### config.mk
export PLATFORM = sky130hd
export DESIGN_NAME = vlq7_to_utf8_transcoder
export DESIGN_NICKNAME = d
export VERILOG_FILES = /design/src/sv/v7u8_pkg.sv /design/src/sv/v7u8_front.sv /design/src/sv/v7u8_queue.sv /design/src/sv/v7u8_back.sv /design/src/sv/vlq7_to_utf8_transcoder.sv
export SDC_FILE = /design/constraint.sdc
export NUM_CORES = 1
export LEC_CHECK = 0
export ABC_AREA = 1
export BUFFER_PORTS_ARGS = -buffer_cell sky130_fd_sc_hd__buf_2
export CORE_MARGIN = 2
export CORE_UTILIZATION = 60
export DETAILED_ROUTE_END_ITERATION = 6
export GPL_TIMING_DRIVEN = 0
export PLACE_DENSITY = 0.74
export SYNTH_ARGS = -nofsm -noshare
export SYNTH_HDL_FRONTEND = slang
export SYNTH_SLANG_ARGS = --single-unit
### constraint.sdc
create_clock -name clk -period 10 [get_ports clk]
set_input_delay 1.5 -clock clk [delete_from_list [all_inputs] [get_ports clk]]
set_output_delay 1.5 -clock clk [all_outputs]
set_load 0.03 [all_outputs]
### src/sv/v7u8_pkg.sv
// Shared types, constants and UTF-8 helper functions of the VLQ-7 to UTF-8 transcoder.
package v7u8_pkg;

    localparam int unsigned CP_W                = 21;
    localparam int unsigned LIMIT_W             = 16;
    localparam int unsigned COUNT_W             = 17;
    localparam int unsigned QUEUE_DEPTH_DEFAULT = 4;

    localparam logic [CP_W-1:0]    OVF_LIMIT       = 21'h0021FF;
    localparam logic [CP_W-1:0]    SURR_LO         = 21'h00D800;
    localparam logic [CP_W-1:0]    SURR_HI         = 21'h00DFFF;
    localparam logic [CP_W-1:0]    MAX_CODE_POINT  = 21'h10FFFF;
    localparam logic [CP_W-1:0]    ONE_BYTE_END    = 21'h000080;
    localparam logic [CP_W-1:0]    TWO_BYTE_END    = 21'h000800;
    localparam logic [CP_W-1:0]    THREE_BYTE_END  = 21'h010000;
    localparam logic [LIMIT_W-1:0] LIMIT_RESET     = 16'hFFFF;

    typedef enum logic [1:0] {
        ST_OK       = 2'd0,
        ST_NO_START = 2'd1,
        ST_INVALID  = 2'd2,
        ST_LIMIT    = 2'd3
    } status_t;

    // One queue entry: everything a single input word produces.
    typedef struct packed {
        logic            a_valid;   // encoded code point in a_bytes
        logic [2:0]      a_len;     // 1 to 4 bytes
        logic [3:0][7:0] a_bytes;   // a_bytes[0] goes out first
        logic            b_valid;   // trailing one-byte code point
        logic [6:0]      b_char;
        logic            s_valid;   // status-only word at the end
        status_t         s_code;
        logic            msg_end;   // last word of this entry closes the message
    } v7u8_job_t;

    function automatic logic [2:0] enc_len(input logic [CP_W-1:0] cp);
        logic [2:0] len;
        if (cp < ONE_BYTE_END)
            len = 3'd1;
        else if (cp < TWO_BYTE_END)
            len = 3'd2;
        else if (cp < THREE_BYTE_END)
            len = 3'd3;
        else
            len = 3'd4;
        return len;
    endfunction

    function automatic logic cp_legal(input logic [CP_W-1:0] cp);
        logic ok;
        ok = !(cp inside {[SURR_LO:SURR_HI]}) && (cp <= MAX_CODE_POINT);
        return ok;
    endfunction

    function automatic logic [3:0][7:0] utf8_encode(input logic [CP_W-1:0] cp,
                                                    input logic [2:0] len);
        logic [3:0][7:0] bytes;
        bytes = '0;
        case (len)
            3'd1:
            begin
                bytes[0] = {1'b0, cp[6:0]};
            end
            3'd2:
            begin
                bytes[0] = {3'b110, cp[10:6]};
                bytes[1] = {2'b10, cp[5:0]};
            end
            3'd3:
            begin
                bytes[0] = {4'b1110, cp[15:12]};
                bytes[1] = {2'b10, cp[11:6]};
                bytes[2] = {2'b10, cp[5:0]};
            end
            default:
            begin
                bytes[0] = {5'b11110, cp[20:18]};
                bytes[1] = {2'b10, cp[17:12]};
                bytes[2] = {2'b10, cp[11:6]};
                bytes[3] = {2'b10, cp[5:0]};
            end
        endcase
        return bytes;
    endfunction

endpackage

### src/sv/v7u8_front.sv
// Front end: accepts input words, tracks the message state and builds queue entries.
module v7u8_front (
    input  logic                                clk,
    input  logic                                rst_n,
    input  logic                                cfg_valid,
    output logic                                cfg_ready,
    input  logic [v7u8_pkg::LIMIT_W-1:0]        cfg_data,
    input  logic                                in_valid,
    output logic                                in_ready,
    input  logic [7:0]                          in_byte,
    input  logic                                in_last,
    input  logic                                queue_full,
    output logic                                push,
    output v7u8_pkg::v7u8_job_t                 push_job
);
    import v7u8_pkg::*;

    logic [LIMIT_W-1:0] limit_reg;
    logic [CP_W-1:0]    pending_reg, pending_next;
    logic               synced_reg, synced_next;
    logic               dropping_reg, dropping_next;
    logic [COUNT_W-1:0] emitted_reg, emitted_next;

    logic               accept, is_start;
    logic [CP_W-1:0]    shifted, cp_a;
    logic [2:0]         len_a;
    logic               legal_a;
    logic [COUNT_W:0]   sum_a, sum_b;
    logic               over_a, over_b;
    logic               flush_a, flush_b, a_ok, b_ok, err;
    status_t            st;

    assign cfg_ready = 1'b1;
    assign in_ready  = !queue_full;
    assign accept    = in_valid && in_ready;
    assign is_start  = !in_byte[7];

    assign shifted = {pending_reg[CP_W-8:0], in_byte[6:0]};
    assign cp_a    = !synced_reg ? {{(CP_W-7){1'b0}}, in_byte[6:0]}
                                 : (is_start ? pending_reg : shifted);
    assign len_a   = enc_len(cp_a);
    assign legal_a = cp_legal(cp_a);
    assign sum_a   = {1'b0, emitted_reg} + {{(COUNT_W-2){1'b0}}, len_a};
    assign sum_b   = sum_a + {{COUNT_W{1'b0}}, 1'b1};
    assign over_a  = sum_a > {2'b00, limit_reg};
    assign over_b  = sum_b > {2'b00, limit_reg};

    always_comb
    begin
        flush_a = 1'b0;
        flush_b = 1'b0;
        err     = 1'b0;
        st      = ST_OK;
        if (dropping_reg)
        begin
            // Everything up to the end of the message is discarded.
        end
        else if (!synced_reg)
        begin
            if (is_start)
                flush_a = in_last;
            else if (in_last)
            begin
                err = 1'b1;
                st  = ST_NO_START;
            end
        end
        else if (is_start)
        begin
            flush_a = 1'b1;
            flush_b = in_last;
        end
        else if (pending_reg > OVF_LIMIT)
        begin
            err = 1'b1;
            st  = ST_INVALID;
        end
        else
        begin
            flush_a = in_last;
        end

        a_ok = flush_a && legal_a && !over_a;
        b_ok = flush_b && a_ok && !over_b;
        if (flush_a && !legal_a)
        begin
            err = 1'b1;
            st  = ST_INVALID;
        end
        else if (flush_a && over_a)
        begin
            err = 1'b1;
            st  = ST_LIMIT;
        end
        else if (flush_b && over_b)
        begin
            err = 1'b1;
            st  = ST_LIMIT;
        end
    end

    // An error closes the message at once, even in the middle of it.
    always_comb
    begin
        push_job.a_valid = a_ok;
        push_job.a_len   = len_a;
        push_job.a_bytes = utf8_encode(cp_a, len_a);
        push_job.b_valid = b_ok;
        push_job.b_char  = in_byte[6:0];
        push_job.s_valid = err;
        push_job.s_code  = st;
        push_job.msg_end = in_last || err;
    end

    assign push = accept && !dropping_reg && (a_ok || b_ok || err);

    always_comb
    begin
        pending_next  = pending_reg;
        synced_next   = synced_reg;
        dropping_next = dropping_reg;
        emitted_next  = emitted_reg;
        if (dropping_reg)
        begin
            if (in_last)
                dropping_next = 1'b0;
        end
        else if (err || in_last)
        begin
            pending_next  = '0;
            synced_next   = 1'b0;
            emitted_next  = '0;
            dropping_next = err && !in_last;
        end
        else
        begin
            if (is_start)
            begin
                pending_next = {{(CP_W-7){1'b0}}, in_byte[6:0]};
                synced_next  = 1'b1;
            end
            else if (synced_reg)
                pending_next = shifted;
            if (a_ok)
                emitted_next = sum_a[COUNT_W-1:0];
        end
    end

    always_ff @(posedge clk or negedge rst_n)
    begin
        if (!rst_n)
        begin
            limit_reg    <= LIMIT_RESET;
            pending_reg  <= '0;
            synced_reg   <= 1'b0;
            dropping_reg <= 1'b0;
            emitted_reg  <= '0;
        end
        else
        begin
            if (cfg_valid)
                limit_reg <= cfg_data;
            if (accept)
            begin
                pending_reg  <= pending_next;
                synced_reg   <= synced_next;
                dropping_reg <= dropping_next;
                emitted_reg  <= emitted_next;
            end
        end
    end

endmodule

### src/sv/v7u8_queue.sv
// Small register queue of jobs between the front and back ends.
module v7u8_queue #(
    parameter int unsigned DEPTH = v7u8_pkg::QUEUE_DEPTH_DEFAULT
) (
    input  logic                  clk,
    input  logic                  rst_n,
    input  logic                  push,
    input  v7u8_pkg::v7u8_job_t   push_job,
    output logic                  full,
    input  logic                  pop,
    output v7u8_pkg::v7u8_job_t   head_job,
    output logic                  empty
);
    import v7u8_pkg::*;

    localparam int unsigned PW = (DEPTH > 1) ? $clog2(DEPTH) : 1;
    localparam int unsigned CW = $clog2(DEPTH + 1);
    localparam logic [PW-1:0] LAST_IDX = PW'(DEPTH - 1);
    localparam logic [CW-1:0] FULL_CNT = CW'(DEPTH);

    v7u8_job_t       mem_reg [DEPTH];
    logic [PW-1:0]   wr_ptr_reg, rd_ptr_reg;
    logic [CW-1:0]   count_reg;

    assign full     = count_reg == FULL_CNT;
    assign empty    = count_reg == '0;
    assign head_job = mem_reg[rd_ptr_reg];

    always_ff @(posedge clk)
    begin
        if (push)
            mem_reg[wr_ptr_reg] <= push_job;
    end

    always_ff @(posedge clk or negedge rst_n)
    begin
        if (!rst_n)
        begin
            wr_ptr_reg <= '0;
            rd_ptr_reg <= '0;
            count_reg  <= '0;
        end
        else
        begin
            if (push)
                wr_ptr_reg <= (wr_ptr_reg == LAST_IDX) ? '0 : wr_ptr_reg + 1'b1;
            if (pop)
                rd_ptr_reg <= (rd_ptr_reg == LAST_IDX) ? '0 : rd_ptr_reg + 1'b1;
            if (push && !pop)
                count_reg <= count_reg + 1'b1;
            else if (pop && !push)
                count_reg <= count_reg - 1'b1;
        end
    end

endmodule

### src/sv/v7u8_back.sv
// Back end: expands one job into output words behind a registered output stage.
module v7u8_back (
    input  logic                  clk,
    input  logic                  rst_n,
    input  v7u8_pkg::v7u8_job_t   head_job,
    input  logic                  empty,
    output logic                  pop,
    output logic                  out_valid,
    input  logic                  out_ready,
    output logic [7:0]            out_byte,
    output logic                  has_byte,
    output logic                  run_end,
    output logic                  message_end,
    output v7u8_pkg::status_t     status
);
    import v7u8_pkg::*;

    logic [2:0]  idx_reg;
    logic        valid_reg;
    logic [7:0]  byte_reg;
    logic        has_reg, run_end_reg, msg_end_reg;
    status_t     status_reg;

    logic [2:0]  len_a, n_data, n_total;
    logic        load, is_last, is_a, is_b;
    logic [7:0]  item_byte;

    always_comb
    begin
        len_a   = head_job.a_valid ? head_job.a_len : 3'd0;
        n_data  = len_a + {2'b00, head_job.b_valid};
        n_total = n_data + {2'b00, head_job.s_valid};
        is_a    = idx_reg < len_a;
        is_b    = !is_a && (idx_reg < n_data);
        is_last = idx_reg == (n_total - 3'd1);
        if (is_a)
            item_byte = head_job.a_bytes[idx_reg[1:0]];
        else if (is_b)
            item_byte = {1'b0, head_job.b_char};
        else
            item_byte = 8'h00;
    end

    assign load = !empty && (!valid_reg || out_ready);
    assign pop  = load && is_last;

    always_ff @(posedge clk or negedge rst_n)
    begin
        if (!rst_n)
        begin
            valid_reg <= 1'b0;
            idx_reg   <= '0;
        end
        else
        begin
            if (load)
            begin
                valid_reg <= 1'b1;
                idx_reg   <= is_last ? 3'd0 : idx_reg + 3'd1;
            end
            else if (out_ready)
                valid_reg <= 1'b0;
        end
    end

    always_ff @(posedge clk)
    begin
        if (load)
        begin
            byte_reg    <= item_byte;
            has_reg     <= is_a || is_b;
            run_end_reg <= is_last;
            msg_end_reg <= is_last && head_job.msg_end;
            status_reg  <= (is_a || is_b) ? ST_OK : head_job.s_code;
        end
    end

    assign out_valid   = valid_reg;
    assign out_byte    = byte_reg;
    assign has_byte    = has_reg;
    assign run_end     = run_end_reg;
    assign message_end = msg_end_reg;
    assign status      = status_reg;

endmodule

### src/sv/vlq7_to_utf8_transcoder.sv
// Top level of the VLQ-7 to UTF-8 transcoder: front end, job queue and back end.
//
// Usage: the input stream (s_*) carries one encoded byte per word, with s_tlast on
// the final byte of a message. Each code point arrives as a start byte (top bit 0)
// and seven-bit continuation bytes (top bit 1); bytes before the first start byte
// are skipped. The output stream (m_*) carries UTF-8 bytes and status-only words.
// m_tlast marks the word that closes a message: its status (m_tuser[2:1]) is zero
// on a clean end, or names the error; after an error the rest of that message is
// dropped, so the user discards the bytes already sent for it.
// An accepted word is written into the job queue and from there loaded into the
// output register, which raises m_tvalid for its first output word.
// Throughput: the front end takes one input word per cycle while the job queue
// has room; the back end sends one output word per cycle while the receiver is ready,
// so an input word with more than one output word (up to five) holds it until all are sent.
// The configuration channel (cfg_*) is always ready; the new byte limit is used
// from the next check on. Reset empties the queue and the output register,
// restores the limit to 65535 and clears all per-message state.
// A stalled receiver (m_tready low) holds the output word; the queue then fills
// and s_tready drops until the back end drains it.
module vlq7_to_utf8_transcoder #(
    parameter int unsigned QUEUE_DEPTH = v7u8_pkg::QUEUE_DEPTH_DEFAULT
) (
    input  logic                          clk,
    input  logic                          rst_n,
    // Configuration: output_byte_limit.
    input  logic                          cfg_valid,
    output logic                          cfg_ready,
    input  logic [v7u8_pkg::LIMIT_W-1:0]  cfg_data,
    // Input stream.
    input  logic                          s_tvalid,
    output logic                          s_tready,
    input  logic [7:0]                    s_tdata,   // [7:0] in_byte
    input  logic                          s_tlast,   // in_last
    // Output stream.
    output logic                          m_tvalid,
    input  logic                          m_tready,
    output logic [15:0]                   m_tdata,   // [7:0] out_byte, [8] run_end, rest 0
    output logic [2:0]                    m_tuser,   // [0] has_byte, [2:1] status
    output logic                          m_tlast    // message_end
);
    import v7u8_pkg::*;

    v7u8_job_t  push_job, head_job;
    logic       push, pop, queue_full, queue_empty;
    logic [7:0] out_byte;
    logic       has_byte, run_end;
    status_t    status;

    v7u8_front u_front (
        .clk        (clk),
        .rst_n      (rst_n),
        .cfg_valid  (cfg_valid),
        .cfg_ready  (cfg_ready),
        .cfg_data   (cfg_data),
        .in_valid   (s_tvalid),
        .in_ready   (s_tready),
        .in_byte    (s_tdata),
        .in_last    (s_tlast),
        .queue_full (queue_full),
        .push       (push),
        .push_job   (push_job)
    );

    v7u8_queue #(
        .DEPTH (QUEUE_DEPTH)
    ) u_queue (
        .clk      (clk),
        .rst_n    (rst_n),
        .push     (push),
        .push_job (push_job),
        .full     (queue_full),
        .pop      (pop),
        .head_job (head_job),
        .empty    (queue_empty)
    );

    v7u8_back u_back (
        .clk         (clk),
        .rst_n       (rst_n),
        .head_job    (head_job),
        .empty       (queue_empty),
        .pop         (pop),
        .out_valid   (m_tvalid),
        .out_ready   (m_tready),
        .out_byte    (out_byte),
        .has_byte    (has_byte),
        .run_end     (run_end),
        .message_end (m_tlast),
        .status      (status)
    );

    assign m_tdata = {7'b0000000, run_end, out_byte};
    assign m_tuser = {status, has_byte};

endmodule

; Word-level counts from Yosys, hierarchy flattened
; Memories as Yosys holds them, arrays and structs flattened.
; Index checks and enable logic that the tools add are counted.
[op_classes]
n_shift = 0
div = 0
magnitude_cmp = 12
bitwise_logic = 1
n_mux = 58
n_addsub = 10
mul = 0
reduce_logical = 45
n_eq_ne = 9
[ops]
columns = cell, count
row1 = $mux W21, 5
row2 = $pmux W8 S3, 2
row3 = $gt A18 B16 Y1, 2
row4 = $mux W17, 2
row5 = $mux W1, 26
row6 = $mux W8, 3
row7 = $ge A21 B16 Y1 const B, 1
row8 = $gt A21 B14 Y1 const B, 1
row9 = $le A21 B16 Y1 const B, 1
row10 = $le A21 B21 Y1 const B, 1
row11 = $lt A21 B12 Y1 const B, 1
row12 = $lt A21 B17 Y1 const B, 1
row13 = $lt A21 B8 Y1 const B, 1
row14 = $mux W3, 7
row15 = $mux W2, 10
row16 = $logic_and A1 B1 Y1, 19
row17 = $add A17 B3 Y18, 1
row18 = $add A18 B1 Y18 const B, 1
row19 = $bmux W8 S2, 1
row20 = $pmux W8 S2, 1
row21 = $logic_not A1 Y1, 12
row22 = $reduce_and A3 Y1, 3
row23 = $mux W7, 1
row24 = $add A3 B1 Y3, 2
row25 = 18 further kinds, 30
[word_totals]
rom_bits = 0
out_inout_bits = 23
latchBits = 0
wordCells = 151
n_memories = 1
reg_bits = 80
ram_bits = 192
in_bits = 30
[mem_list]
columns = memory, depth, width, read_ports, rd_clocked_by_memory_dff, wr, line_no
row1 = u_queue.mem_reg, 4, 48, 1, 0, 1, v7u8_queue.sv:21  ; v7u8_job_t mem_reg [DEPTH];

; Longest topological paths before layout
[logic_depth]
ltp_word = 19
depth_mapped = 47
mapped_depth_nobuf = 45

; Hierarchy
; From an unflattened synthesis, not the netlist that was laid out.
[hier_totals]
cells_unflattened = 1527
hier_area_um2 = 14627.8
[by_module_without_submodules]
columns = module, cells_per_inst, n_inst, seq_area_each_um2, area_each_um2
row1 = v7u8_queue, 611, 1, 5940.7, 8096.5
row2 = v7u8_front, 742, 1, 1421.4, 5190.0
row3 = v7u8_back, 164, 1, 490.5, 1270.0
row4 = vlq7_to_utf8_transcoder, 10, 1, 0.0, 71.3

; Least setup slack after synthesis
; OpenSTA, ideal clock, no wires.
[synth_path]
path_type = input-to-reg
start = input port s_tdata[7]
end = memory u_queue.mem_reg[0][0] in the netlist's numbering (enable)
t_arrival_ps = 8103
t_required_ps = 9555
setup_slack_ps = 1451
setup_time_ps = 445
stages = 38
n_path_buf = 3
cell_sequence = buf_2 > inv_1 > nand2_1 > o22ai_1 > nor2_1 > nand2_1 > nor2_1 > nand2_2 > nor2_1 > nor2_1 > inv_1 > buf_2 > nand2_1 > ha_1 > fa_1 > xor2_2 > nand3_1 > nor2_1 > (+2 left out) > xor2_1 > inv_1 > ha_1 > nand2_1 > nor2_1 > nand2_1 > nand2_1 > nand2_1 > nand2_1 > nand2_1 > nand2_1 > nand2_1 > nand4_2 > nand2_2 > nand4_1 > nand2_2 > buf_2 > nor2_1
[synth_rtl]
columns = item, line_no
row1 = from (decl), vlq7_to_utf8_transcoder.sv:32  ; input logic [7:0] s_tdata,
row2 = to (decl), v7u8_queue.sv:21

==> summary.md <==
| Metric | Value |
|---|---|
| Rel. slew slack | a little under a third |
| Core box area | 0.0212 mm2 |
| First-pass GRT wire length | about 49 mm |
| Category of the most critical setup path | in -> reg |
| Hold_ws | 0.493 ns |
| Fraction of layout cells with a size suffix above 1 | 11.3% |
| Clock slew at reported path FFs | roughly 0.060 ns |
| Final hold vios | 0 |
| Max reg flops | 176 |
| Crit-path max FO | 12 |
| Largest net degree at the start of global routing | 68 |
| Arrival time at the worst endpoint | 8.97 ns |
| Syn avg cell area | between 9 and 10 um2 |
| Worst skew pair latency | 0.55 ns |
| Req. time, crit path | 10.42 ns |
| Initial Util | between 60% and 70% |
| Total congestion overflow | 0 |
| Final setup vio count | 0 |
| Async set-or-reset flop fraction in the synthesized netlist | between 20% and 30% |
| Net switching power | 1.61 mW |
| Diodes inserted | 0 |
| Main synth FF type | edfxtp_1 |
| Vias in the first global route | roughly 9300 |
| Post-CTS Resized | 0 |
| Switching Share | between 30 and 40% |
| Mapped Area | between 0.01 and 0.015 mm2 |
| Vias per inst | 5.73 |
| Via count | approximately 10000 |
| Postcts setup bufs | 0 |
| Least-Margin Pin Slew | 1.03 ns |
| Crit path capture type | register |
| Drt first pass iters | 6 |
| Clock Sinks | 256 |
| Die height | 151 um |
| TritonCTS clock tree | yes |
| CTS max path bufs | 3 |
| Drt first-iter violations | 1005 |
| Fmax | 117 MHz |
| Crit path max-delay cell type | nor2_1 |
| Status | finished, final reports clean |
| Yosys cell types | 53 |
| Startpoint Class | input pin |
| Ys Warns | 0 |
| Num CTS Buffers | 27 |
| Area Overhead vs Synth | 12.4% |
| Worst path bufs/invs | 8 |
| RSZ-0062 raised after global routing | no |
| Ports | 53 |
| Top delay family on crit path | simple AND/OR/NAND/NOR gates |
| Dpl hpwl | 22.1 mm |
| Leak pwr | 6.20 nW |
| Final Power | slightly above 4 mW |
| Clock root buffer | clkbuf_16 |
| Gr usage total | between 20% and 30% |
| Routability Congestion | 0.906 |
| Number of core rows | 53 |
| Initial antenna violation count | 0 |
| DRC | 0 |
| Seq/Total Area, Yosys | 56.7% |
| Internal power | 2.49 mW |
| Routed Antenna Nets | 0 |
| Fin crit share | between 80% and 90% |
| Most frequent CP cell | nand2_1 |
| Buffers added on ports | 43 |
| Drt total wl | 31.1 mm |
| Die Wd | between 150 and 200 um |
| Clk network pwr share | 24.9% |
| CTS Hold Bufs | 0 |
| Htree depth | 1 |
| Yosys reg bits | 256 |
| CP max stage delay | 0.39 ns |
| Tmin final | 8.56 ns |
| HP Class | reg -> reg |
| DR WL/cell | 17.8 um |
| Number of flops mapped to enable cells by yosys | 189 |
| VDD IR max | 0.182 mV |
| Cells after Synth | 1366 |
| Gate power share | 39.1% |
| Pwr Density | 280 mW/mm2 |
| Slew Limit Fails | 0 |
| Die ar. | 0.0229 mm2 |
| Max-Cap Viols | 0 |
| Sequential group share of total power | a little over a third |
| Final nets | 1531 |
| Fin Clk Skew | 0.0122 ns |
[layout make-up]
class                   count  area (um2)
plain buffers              63         325
clock buffers              33         739
clock inverters            17         173
fillers                  1589        6540
inverters                 131         494
multi-input cells         922        4860
flip-flops and latches    256        7370
well taps                 275         344
repair buffers             47         298
[power by group through the flow]
| stage | logic, mW | clock network, mW | registers [mW] |
|---|---|---|---|
| 2_1_floorplan | 1.03 | 0 | 1.52 |
| 3_3_place_gp | 1.51 | 0 | 1.50 |
| 3_5_place_dp | 1.58 | 0 | 1.49 |
| 4_1_cts | 1.59 | 1.03 | 1.47 |
| 5_1_grt | 1.79 | 1.07 | 1.49 |
| 6_report | 1.60 | 1.02 | 1.47 |
[worst paths after layout]
kind | from | endpoint | slack, ns | cells after the start
max | s_tdata[7] | u_queue.count_reg[2]$_DFFE_PN0P_ | 1.44 | 44
min | u_front.emitted_reg[2]$_DFFE_PN0P_ | u_front.emitted_reg[2]$_DFFE_PN0P_ | 0.49 | 2
max reg2reg | u_front.synced_reg$_DFFE_PN0P_ | u_queue.count_reg[2]$_DFFE_PN0P_ | 2.09 | 44
min reg2reg | u_front.emitted_reg[2]$_DFFE_PN0P_ | u_front.emitted_reg[2]$_DFFE_PN0P_ | 0.49 | 2
max in group asynchronous | rst_n | u_queue.count_reg[0]$_DFFE_PN0P_ | 8.33 | 1
min in group asynchronous | rst_n | u_front.pending_reg[3]$_DFFE_PN0P_ | 1.08 | 1
[through the flow]
stage | instance area (um2) | setup TNS (ns) | cells | util, % | setup WS, ns
finish | 14600 | 0 | 1744 | 69.1 | 1.44
global route | 14600 | 0 | 1744 | 69.1 | 0.845
CTS | 14600 | 0 | 1744 | 69.1 | 1.59
detailed placement | 13700 | 0 | 1694 | 64.8 | 1.07
global placement | 13600 | -213.81 | 1690 | 64.2 | -1.30
floorplan | 13000 | 0 | 1372 | - | 1.45
[routing by layer]
metal  global-route usage (%)  share of wire, %
met3                     4.73               9.1
met5                        0                 0
met2                     43.3                45
met1                     41.8                44
met4                     6.26               1.6
[worst register-to-register path, delay by kind of cell, from the launching register on]
kind            cells  cell delay (ns)
simple gates       24             3.55
xor+xnor            3             0.65
buf+inv             9             1.42
fa+ha+maj           5             1.45
flops               1             0.35
compound gates      3             0.35
[synth_stat cells, types with 11 or more instances]
| master | n | area (um2) |
|---|---|---|
| nor2_1 | 178 | 668 |
| nand2_2 | 11 | 68.8 |
| dfstp_2 | 16 | 420 |
| nand3_1 | 65 | 325 |
| nand4_1 | 11 | 68.8 |
| a21oi_1 | 33 | 165 |
| nand2_1 | 292 | 1100 |
| dfrtp_1 | 51 | 1280 |
| buf_4 | 13 | 97.6 |
| edfxtp_1 | 189 | 5680 |
| inv_1 | 126 | 473 |
| o22ai_1 | 40 | 250 |
| xor2_1 | 11 | 96.3 |
| o21ai_0 | 132 | 661 |
| o221ai_1 | 20 | 175 |
| ha_1 | 51 | 638 |
| clkbuf_1 | 36 | 135 |
[cell families after synthesis]
logic type | count (synthesis) | share of synthesized area [%]
mux | 6 | 0.472
xor+xnor | 17 | 1.20
compound gates | 251 | 11.1
fa+ha+maj | 53 | 5.22
flops | 256 | 56.7
other cells | 2 | 0.0578
simple gates | 587 | 18.9
buf+inv | 194 | 6.31
[cell usage in the layout (no fill, tap or decap), drive strengths merged, types with 3 or more instances in the layout]
master  instances
buf            74
dfrtp          51
conb            8
xnor2           5
a21oi          33
dfstp          16
a22oi           3
ha             51
clkinv         13
o221ai         20
inv           130
o21ai         134
nand3b          3
nand4          13
nor2          188
edfxtp        189
nor3            6
mux2i           5
clkbuf         69
nand2         304
o211ai          8
o22ai          40
xor2           12
bufinv          3
or2             3
nand3          66
No activity file was read; power rests on OpenSTA's default activity.
